$ cat config.mk
export PLATFORM = sky130hd
export DESIGN_NAME = tuning_window_selector
export DESIGN_NICKNAME = d
export VERILOG_FILES = /design/src/rtl/core/twsel_pkg.sv /design/src/rtl/core/twsel_tracker.sv /design/src/rtl/core/twsel_fold.sv /design/src/rtl/core/tuning_window_selector.sv
export SDC_FILE = /design/constraint.sdc
export NUM_CORES = 1
export LEC_CHECK = 0
export BUFFER_PORTS_ARGS = -buffer_cell sky130_fd_sc_hd__clkbuf_2
export CAP_MARGIN = 30
export CORE_ASPECT_RATIO = 2
export CORE_MARGIN = 5
export CORE_UTILIZATION = 39
export DETAILED_ROUTE_END_ITERATION = 10
export PLACE_DENSITY = 0.55
export SETUP_SLACK_MARGIN = 0.3
export SYNTH_ARGS = -nofsm -noshare
export SYNTH_HDL_FRONTEND = slang
export SYNTH_SLANG_ARGS = --single-unit
$ cat constraint.sdc
create_clock -name clk -period 8.8 [get_ports clk]
set_input_delay 1.32 -clock clk [delete_from_list [all_inputs] [get_ports clk]]
set_output_delay 1.32 -clock clk [all_outputs]
set_load 0.01 [all_outputs]
$ cat src/rtl/core/twsel_pkg.sv
`timescale 1ns / 1ps

package twsel_pkg;

	localparam int TAP_W = 8;
	localparam int RUN_W = 9;
	localparam int CFG_W = 9;

	// configuration register indexes
	localparam logic REG_TAP_COUNT = 1'b0;
	localparam logic REG_MIN_RUN   = 1'b1;

	// one sweep summary on its way through the fold
	typedef struct packed {
		logic [RUN_W-1:0] rem;
		logic [TAP_W-1:0] taps;
		logic             ok;
		logic [RUN_W-1:0] len;
	} twsel_win_t;

	// one restoring step of rem mod taps, at bit position k
	function automatic logic [RUN_W-1:0] mod_step(input logic [RUN_W-1:0] r,
			input logic [TAP_W-1:0] d, input int k);
		logic [RUN_W-1:0] hi;
		logic [RUN_W-1:0] dw;
		hi = r >> k;
		dw = {1'b0, d};
		if (hi >= dw) begin
			mod_step = r - RUN_W'(dw << k);
		end else begin
			mod_step = r;
		end
	endfunction

endpackage

$ cat src/rtl/core/twsel_tracker.sv
`timescale 1ns / 1ps

module twsel_tracker #(
	parameter int MAX_TAPS = 255
) (
	input  logic                              clk,
	input  logic                              arst_n,
	input  logic                              take,
	input  logic                              tap_failed,
	input  logic [twsel_pkg::TAP_W-1:0]       tap_count,
	input  logic [twsel_pkg::RUN_W-1:0]       min_run,
	input  logic                              next_ready,
	output logic                              ready,
	output logic                              win_valid_s1,
	output twsel_pkg::twsel_win_t             win_s1
);
	import twsel_pkg::*;

	logic [RUN_W-1:0] sample_index_q;
	logic [RUN_W-1:0] current_run_q;
	logic [RUN_W-1:0] best_run_q;
	logic [RUN_W-1:0] best_start_q;
	logic [RUN_W-1:0] best_end_q;

	logic [TAP_W-1:0] taps;
	logic [RUN_W:0]   sweep_len;
	logic [RUN_W:0]   next_pos;
	logic             last;

	logic [RUN_W-1:0] cur_n;
	logic [RUN_W-1:0] run_a, start_a, end_a;
	logic [RUN_W-1:0] run_b, start_b, end_b;
	logic [RUN_W:0]   mid_sum;
	logic             ok;

	always_comb begin
		taps = tap_count;
		if (tap_count == '0) begin
			taps = TAP_W'(1);
		end else if (tap_count > TAP_W'(MAX_TAPS)) begin
			taps = TAP_W'(MAX_TAPS);
		end
	end

	assign sweep_len = {1'b0, taps, 1'b0};
	assign next_pos  = {1'b0, sample_index_q} + (RUN_W+1)'(1);
	assign last      = next_pos >= sweep_len;

	// a failing tap closes the run that ended just before it
	always_comb begin
		run_a   = best_run_q;
		start_a = best_start_q;
		end_a   = best_end_q;
		if (tap_failed) begin
			cur_n = '0;
			if (current_run_q > best_run_q) begin
				run_a   = current_run_q;
				start_a = sample_index_q - current_run_q;
				end_a   = sample_index_q - RUN_W'(1);
			end
		end else begin
			cur_n = current_run_q + RUN_W'(1);
		end
	end

	// on the final sample a run still open counts
	always_comb begin
		run_b   = run_a;
		start_b = start_a;
		end_b   = end_a;
		if (cur_n > run_a) begin
			run_b   = cur_n;
			start_b = next_pos[RUN_W-1:0] - cur_n;
			end_b   = sample_index_q;
		end
	end

	assign ok      = run_b >= min_run;
	assign mid_sum = {1'b0, start_b} + {1'b0, end_b};
	assign ready   = !win_valid_s1 || next_ready;

	always_ff @(posedge clk or negedge arst_n) begin
		if (!arst_n) begin
			sample_index_q <= '0;
			current_run_q  <= '0;
			best_run_q     <= '0;
			best_start_q   <= '0;
			best_end_q     <= '0;
			win_valid_s1   <= 1'b0;
		end else begin
			if (next_ready) begin
				win_valid_s1 <= 1'b0;
			end
			if (take) begin
				if (last) begin
					sample_index_q <= '0;
					current_run_q  <= '0;
					best_run_q     <= '0;
					best_start_q   <= '0;
					best_end_q     <= '0;
					win_valid_s1   <= 1'b1;
				end else begin
					sample_index_q <= next_pos[RUN_W-1:0];
					current_run_q  <= cur_n;
					best_run_q     <= run_a;
					best_start_q   <= start_a;
					best_end_q     <= end_a;
				end
			end
		end
	end

	// summary payload, loaded with the final sample of a sweep
	always_ff @(posedge clk) begin
		if (take && last) begin
			win_s1.rem  <= ok ? mid_sum[RUN_W:1] : '0;
			win_s1.taps <= taps;
			win_s1.ok   <= ok;
			win_s1.len  <= run_b;
		end
	end

endmodule

$ cat src/rtl/core/twsel_fold.sv
`timescale 1ns / 1ps

// Reduces the window midpoint modulo the tap count: nine restoring
// steps, three per stage. The last stage is the output register.
module twsel_fold (
	input  logic                              clk,
	input  logic                              arst_n,
	input  logic                              win_valid_s1,
	input  twsel_pkg::twsel_win_t             win_s1,
	output logic                              ready,
	output logic                              res_valid,
	input  logic                              res_stall,
	output twsel_pkg::twsel_win_t             res
);
	import twsel_pkg::*;

	twsel_win_t win_s2, win_s3, win_s4;
	logic       valid_s2, valid_s3, valid_s4;
	logic       ready_s2, ready_s3, ready_s4;
	twsel_win_t step_a, step_b, step_c;

	assign ready_s4 = !valid_s4 || !res_stall;
	assign ready_s3 = !valid_s3 || ready_s4;
	assign ready_s2 = !valid_s2 || ready_s3;
	assign ready    = ready_s2;

	always_comb begin
		step_a = win_s1;
		for (int k = 8; k >= 6; k--) begin
			step_a.rem = mod_step(step_a.rem, step_a.taps, k);
		end
		step_b = win_s2;
		for (int k = 5; k >= 3; k--) begin
			step_b.rem = mod_step(step_b.rem, step_b.taps, k);
		end
		step_c = win_s3;
		for (int k = 2; k >= 0; k--) begin
			step_c.rem = mod_step(step_c.rem, step_c.taps, k);
		end
	end

	always_ff @(posedge clk or negedge arst_n) begin
		if (!arst_n) begin
			valid_s2 <= 1'b0;
			valid_s3 <= 1'b0;
			valid_s4 <= 1'b0;
		end else begin
			if (ready_s2) begin
				valid_s2 <= win_valid_s1;
			end
			if (ready_s3) begin
				valid_s3 <= valid_s2;
			end
			if (ready_s4) begin
				valid_s4 <= valid_s3;
			end
		end
	end

	always_ff @(posedge clk) begin
		if (ready_s2 && win_valid_s1) begin
			win_s2 <= step_a;
		end
		if (ready_s3 && valid_s2) begin
			win_s3 <= step_b;
		end
		if (ready_s4 && valid_s3) begin
			win_s4 <= step_c;
		end
	end

	assign res_valid = valid_s4;
	assign res       = win_s4;

endmodule

$ cat src/rtl/core/tuning_window_selector.sv
`timescale 1ns / 1ps

// channel   | handshake            | payload
// ----------+----------------------+-------------------------------------------
// input     | in_valid / in_stall  | tap_failed
// output    | out_valid / out_stall| selected_tap, window_ok, window_length
// config    | cfg_we               | cfg_index, cfg_data
//
// One tap result is taken per cycle while in_stall is low; a sweep of
// 2*tap_count samples yields one result through the summary register and
// a three-stage modulo pipeline. Reset loads tap_count 8, min_run 3 and
// clears the sweep. in_stall rises only when the summary register is full
// and the pipeline behind it cannot move, i.e. out_stall with all stages full.
module tuning_window_selector #(
	parameter int MAX_TAPS = 255
) (
	input  logic                              clk,
	input  logic                              arst_n,
	input  logic                              cfg_we,
	input  logic                              cfg_index,
	input  logic [twsel_pkg::CFG_W-1:0]       cfg_data,
	input  logic                              in_valid,
	output logic                              in_stall,
	input  logic                              tap_failed,
	output logic                              out_valid,
	input  logic                              out_stall,
	output logic [twsel_pkg::TAP_W-1:0]       selected_tap,
	output logic                              window_ok,
	output logic [twsel_pkg::RUN_W-1:0]       window_length
);
	import twsel_pkg::*;

	logic [TAP_W-1:0] tap_count_q;
	logic [RUN_W-1:0] min_run_q;
	logic             trk_ready;
	logic             fold_ready;
	logic             win_valid_s1;
	twsel_win_t       win_s1;
	twsel_win_t       res;

	always_ff @(posedge clk or negedge arst_n) begin
		if (!arst_n) begin
			tap_count_q <= TAP_W'(8);
			min_run_q   <= RUN_W'(3);
		end else if (cfg_we) begin
			case (cfg_index)
				REG_TAP_COUNT: tap_count_q <= cfg_data[TAP_W-1:0];
				REG_MIN_RUN:   min_run_q   <= cfg_data[RUN_W-1:0];
				default:       ;
			endcase
		end
	end

	assign in_stall = !trk_ready;

	twsel_tracker #(
		.MAX_TAPS(MAX_TAPS)
	) u_tracker (
		.clk         (clk),
		.arst_n      (arst_n),
		.take        (in_valid && trk_ready),
		.tap_failed  (tap_failed),
		.tap_count   (tap_count_q),
		.min_run     (min_run_q),
		.next_ready  (fold_ready),
		.ready       (trk_ready),
		.win_valid_s1(win_valid_s1),
		.win_s1      (win_s1)
	);

	twsel_fold u_fold (
		.clk         (clk),
		.arst_n      (arst_n),
		.win_valid_s1(win_valid_s1),
		.win_s1      (win_s1),
		.ready       (fold_ready),
		.res_valid   (out_valid),
		.res_stall   (out_stall),
		.res         (res)
	);

	assign selected_tap  = res.rem[TAP_W-1:0];
	assign window_ok     = res.ok;
	assign window_length = res.len;

endmodule
==> impl_metrics.prom <==
# TYPE chip_impl_metric gauge
chip_impl_metric{name="worst_setup_skew_after_layout",unit="ns"} 0.00917
chip_impl_info{name="endpoint_kind",value="register"} 1
chip_impl_metric{name="drive_gt1_share",unit="%"} 11.8
chip_impl_metric{name="power.density",unit="mW/mm^2"} 345
chip_impl_metric{name="wl_final",unit="um"} 27000
chip_impl_metric{name="core_region_area",unit="mm^2"} 0.0269
chip_impl_metric{name="grt_usage",unit="%"} 17.8
chip_impl_metric{name="cts_setup_buffers",unit=""} 0
chip_impl_metric{name="worst-path-max-fanout",unit=""} 15
chip_impl_info{name="critical-path-top-cell-by-count",value="sky130_fd_sc_hd__a21o_1"} 1
chip_impl_metric{name="max_slew.worst_pin.slew",unit="ns"} 0.943
chip_impl_metric{name="netlist.area_leader.share",unit="%"} 28.0
chip_impl_metric{name="post_cts_resize_count",unit=""} 0
chip_impl_metric{name="placement.io_buffers",unit=""} 35
chip_impl_metric{name="max_cap_viol_count",unit=""} 0
chip_impl_metric{name="gpl.final_weighted_congestion",unit=""} 0.906
chip_impl_metric{name="area_growth",unit="%"} 10.4
chip_impl_metric{name="synth_fp_nets",unit=""} 1180
chip_impl_metric{name="timing.fmax",unit="MHz"} 134
chip_impl_metric{name="fin_crit",unit="ns"} 7.45
chip_impl_info{name="cts-root-buf",value="sky130_fd_sc_hd__clkbuf_16"} 1
chip_impl_metric{name="design.final.nets",unit=""} 1204
chip_impl_metric{name="routed_len_inst",unit="um"} 18.9
chip_impl_metric{name="setup_viol_count_final",unit=""} 0
chip_impl_metric{name="antennaDiodeCount",unit=""} 0
chip_impl_info{name="min-delay-path-class",value="reg -> reg"} 1
chip_impl_metric{name="placementRows",unit=""} 85
chip_impl_metric{name="cts_num_sinks",unit=""} 165
chip_impl_info{name="run_status",value="completed"} 1
chip_impl_metric{name="cts_made_buffers",unit=""} 17
chip_impl_metric{name="h-tree-depth",unit=""} 4
chip_impl_info{name="worst_path_max_delay_cell",value="sky130_fd_sc_hd__a2111oi_4"} 1
chip_impl_metric{name="yosysWarnings",unit=""} 0
chip_impl_metric{name="vias_in_the_first_global_route",unit=""} 7795
chip_impl_metric{name="io-pin-count",unit=""} 36
chip_impl_metric{name="detail_route.drc_violations",unit=""} 0
chip_impl_metric{name="cp.required",unit="ns"} 9.00
chip_impl_metric{name="yosys_register_bits",unit=""} 165
chip_impl_metric{name="grt_first_pass_wirelength",unit="um"} 42100
chip_impl_metric{name="chipHeight",unit="um"} 243
chip_impl_metric{name="floorplan.initialDensity",unit="%"} 39.4
chip_impl_metric{name="mappedNetlistArea",unit="mm^2"} 0.0106
chip_impl_metric{name="ys_seq_area_share",unit="%"} 43.6
chip_impl_info{name="synth_area_leader_cell",value="sky130_fd_sc_hd__edfxtp_1"} 1
chip_impl_metric{name="number_of_flops_mapped_to_enable_cells_by_yosys",unit=""} 99
chip_impl_metric{name="synth-async-reset-ratio",unit="%"} 40.0
chip_impl_metric{name="die-area",unit="mm^2"} 0.0308
chip_impl_info{name="timing_worst_setup_path_type",value="reg -> reg"} 1
chip_impl_metric{name="irDropWorstVdd",unit="mV"} 0.167
chip_impl_metric{name="antenna_found_initial",unit=""} 0
chip_impl_metric{name="largest_net_degree_at_the_start_of_global_routing",unit=""} 67
chip_impl_metric{name="max_stage_delay",unit="ns"} 0.61
chip_impl_metric{name="cts.clk_slew.worst_paths",unit="ns"} 0.07
chip_impl_metric{name="dr_total_vias",unit=""} 7545
chip_impl_info{name="tritoncts_clock_tree",value="built"} 1
chip_impl_metric{name="timing_hold_violations_final",unit=""} 0
chip_impl_metric{name="drt_pre_antenna_iters",unit=""} 5
chip_impl_metric{name="timing.setup.tns",unit="ns"} 0
chip_impl_info{name="biggest_area_contributors_in_the_synthesized_netlist",value="sky130_fd_sc_hd__edfxtp_1 (28%), sky130_fd_sc_hd__dfrtp_1 (15%), sky130_fd_sc_hd__ha_1 (12%)"} 1
chip_impl_info{name="start_kind",value="register"} 1
chip_impl_metric{name="timing.critical_path.buf_inv",unit=""} 1
chip_impl_metric{name="dpl.hpwl",unit="um"} 21600
chip_impl_metric{name="grt.overflow.total",unit=""} 0
chip_impl_metric{name="floorplan.die.width",unit="um"} 127
chip_impl_metric{name="syn-mean-instance-area",unit="um^2"} 10.1
chip_impl_metric{name="slew-limit-headroom",unit="%"} 37.0
chip_impl_metric{name="fill_cells",unit=""} 2569
chip_impl_metric{name="leakage",unit="uW"} 0.00518
chip_impl_metric{name="clockBufferDepth",unit=""} 2
chip_impl_metric{name="timing.final.max_slew_violations",unit=""} 0
chip_impl_metric{name="clock_insertion_delay_worst_skew",unit="ns"} 0.45
chip_impl_metric{name="post_synth_inst_count",unit=""} 1049
chip_impl_metric{name="drtAntennaViolNets",unit=""} 0
chip_impl_info{name="synth_ff_type",value="sky130_fd_sc_hd__edfxtp_1"} 1
chip_impl_metric{name="final.hold.worst_slack",unit="ns"} 0.418
chip_impl_metric{name="worst-endpoint-arrival",unit="ns"} 7.65
chip_impl_metric{name="synth_cell_types",unit=""} 67
chip_impl_metric{name="post_drt_via_cell_ratio",unit=""} 5.26
chip_impl_info{name="rsz0062_at_grt",value="false"} 1
chip_impl_info{name="path_delay_family",value="compound AO/OA/AOI/OAI gates"} 1
chip_impl_metric{name="post_route_fraction_of_the_period_consumed_by_the_critical_path",unit="%"} 84.7
chip_impl_metric{name="total_of_hold_buffers_inserted_after_clock_tree_synthesis",unit=""} 0
chip_impl_metric{name="detail_route.iter0.violations",unit=""} 319
[layout by cell type, fill, tap and decap left out, types with 31 or more instances in the layout]
| cell | count |
|---|---|
| sky130_fd_sc_hd__a21o_1 | 34 |
| sky130_fd_sc_hd__a21oi_1 | 70 |
| sky130_fd_sc_hd__clkbuf_2 | 34 |
| sky130_fd_sc_hd__dfrtp_1 | 63 |
| sky130_fd_sc_hd__edfxtp_1 | 99 |
| sky130_fd_sc_hd__ha_1 | 104 |
| sky130_fd_sc_hd__inv_1 | 102 |
| sky130_fd_sc_hd__mux2_2 | 31 |
| sky130_fd_sc_hd__nand2_1 | 104 |
| sky130_fd_sc_hd__nor2_1 | 56 |
| sky130_fd_sc_hd__o21ai_0 | 76 |
| sky130_fd_sc_hd__xnor2_1 | 35 |
[synth_stat cells (all sizes together), types with 11 or more instances]
cell      n
xnor2    35
ha      104
nand2   104
clkbuf   37
mux2     32
nand3    19
nor3     14
o21ai    79
o31ai    22
fa       11
edfxtp   99
dfrtp    63
xor2     25
mux2i    21
a21o     34
a21oi    70
nand2b   15
nor2     57
nor2b    15
inv     102
[stage by stage]
step	util [%]	total power, uW	std cells	setup slack (ns)	area (um^2)
5_1_grt	43.5	4340	1434	0.839	11700
3_5_place_dp	41.5	3330	1402	1.41	11200
3_3_place_gp	41.4	3300	1401	1.46	11100
4_1_cts	43.5	4070	1434	1.41	11700
2_1_floorplan	-	2800	1049	2.07	10600
6_report	43.5	4040	1434	1.35	11700
[worst register-to-register path, delay by kind of cell (launching register included)]
kind | cells | cell delay, ns
flip-flops | 1 | 0.45
AO/OA/AOI/OAI | 19 | 4.27
buffers and inverters | 1 | 0.08
multiplexers | 2 | 0.84
adder cells (fa/ha/maj) | 4 | 1.10
AND/OR/NAND/NOR | 4 | 0.49
[final timing paths]
| check | startpoint | endpoint | slack [ns] | depth (start not counted) |
|---|---|---|---|---|
| hold reg to reg | u_fold.step_c[1] | u_fold.res[1] | 0.42 | 0 |
| max in group asynchronous | arst_n | u_tracker.best_end_q[8] | 7.17 | 1 |
| min in group asynchronous | arst_n | u_fold.valid_s3 | 1.00 | 1 |
| setup reg to reg | u_fold.step_c[10] | u_fold.res[19] | 1.35 | 30 |
| setup / recovery | u_fold.step_c[10] | u_fold.res[19] | 1.35 | 30 |
| hold / removal | u_fold.step_c[1] | u_fold.res[1] | 0.42 | 0 |
[routing by layer]
| layer | vias to the layer above | track usage, % | part of all wire, % |
|---|---|---|---|
| met2 | 122 | 36.9 | 60 |
| met4 | 0 | 8.09 | 4.1 |
| met1 | 3629 | 16.3 | 33 |
| met5 | - | 0 | 0 |
| li1 | 3744 | - | - |
| met3 | 50 | 2.76 | 2.6 |
[final cells by class]
class | count | area, um^2 | area share [%]
clock buffers | 17 | 425 | 3.63
multi-input cells | 741 | 5440 | 46.5
repair buffers | 46 | 268 | 2.29
flip-flops and latches | 165 | 4630 | 39.5
well taps | 348 | 435 | 3.72
clock inverters | 15 | 131 | 1.12
inverters | 102 | 383 | 3.27
[power breakdown]
group / total [uW] / internal [uW] / switching [uW]
clock network: 718 / 373 / 345
logic: 2250 / 951 / 1300
registers: 1070 / 976 / 93.9
[logic make-up (layout without fill, tap and decap cells)]
group,Yosys count,count (layout),share of synthesized area [%]
adders and majority gates,116,116,14.4
muxes,53,53,5.45
xor gates and xnor gates,60,60,4.95
and+or+nand+nor,260,260,11.4
AOI/OAI and AO/OA,252,252,14.9
buffers and inverters,143,180,5.16
DFF,165,165,43.6
[registers in the layout, indices dropped and copies added, names as in the netlist, 8 cells and up]
register / cells
u_fold.step_b: 18
u_fold.step_c: 18
u_tracker.best_end_q: 9
u_tracker.current_run_q: 9
u_fold.res: 18
u_tracker.best_run_q: 9
u_fold.win_s2: 9
min_run_q: 9
u_tracker.best_start_q: 9
u_tracker.win_s1: 27
u_tracker.sample_index_q: 9
u_fold.win_s3: 9
tap_count_q: 8
Power figures use the tool's default switching activity.
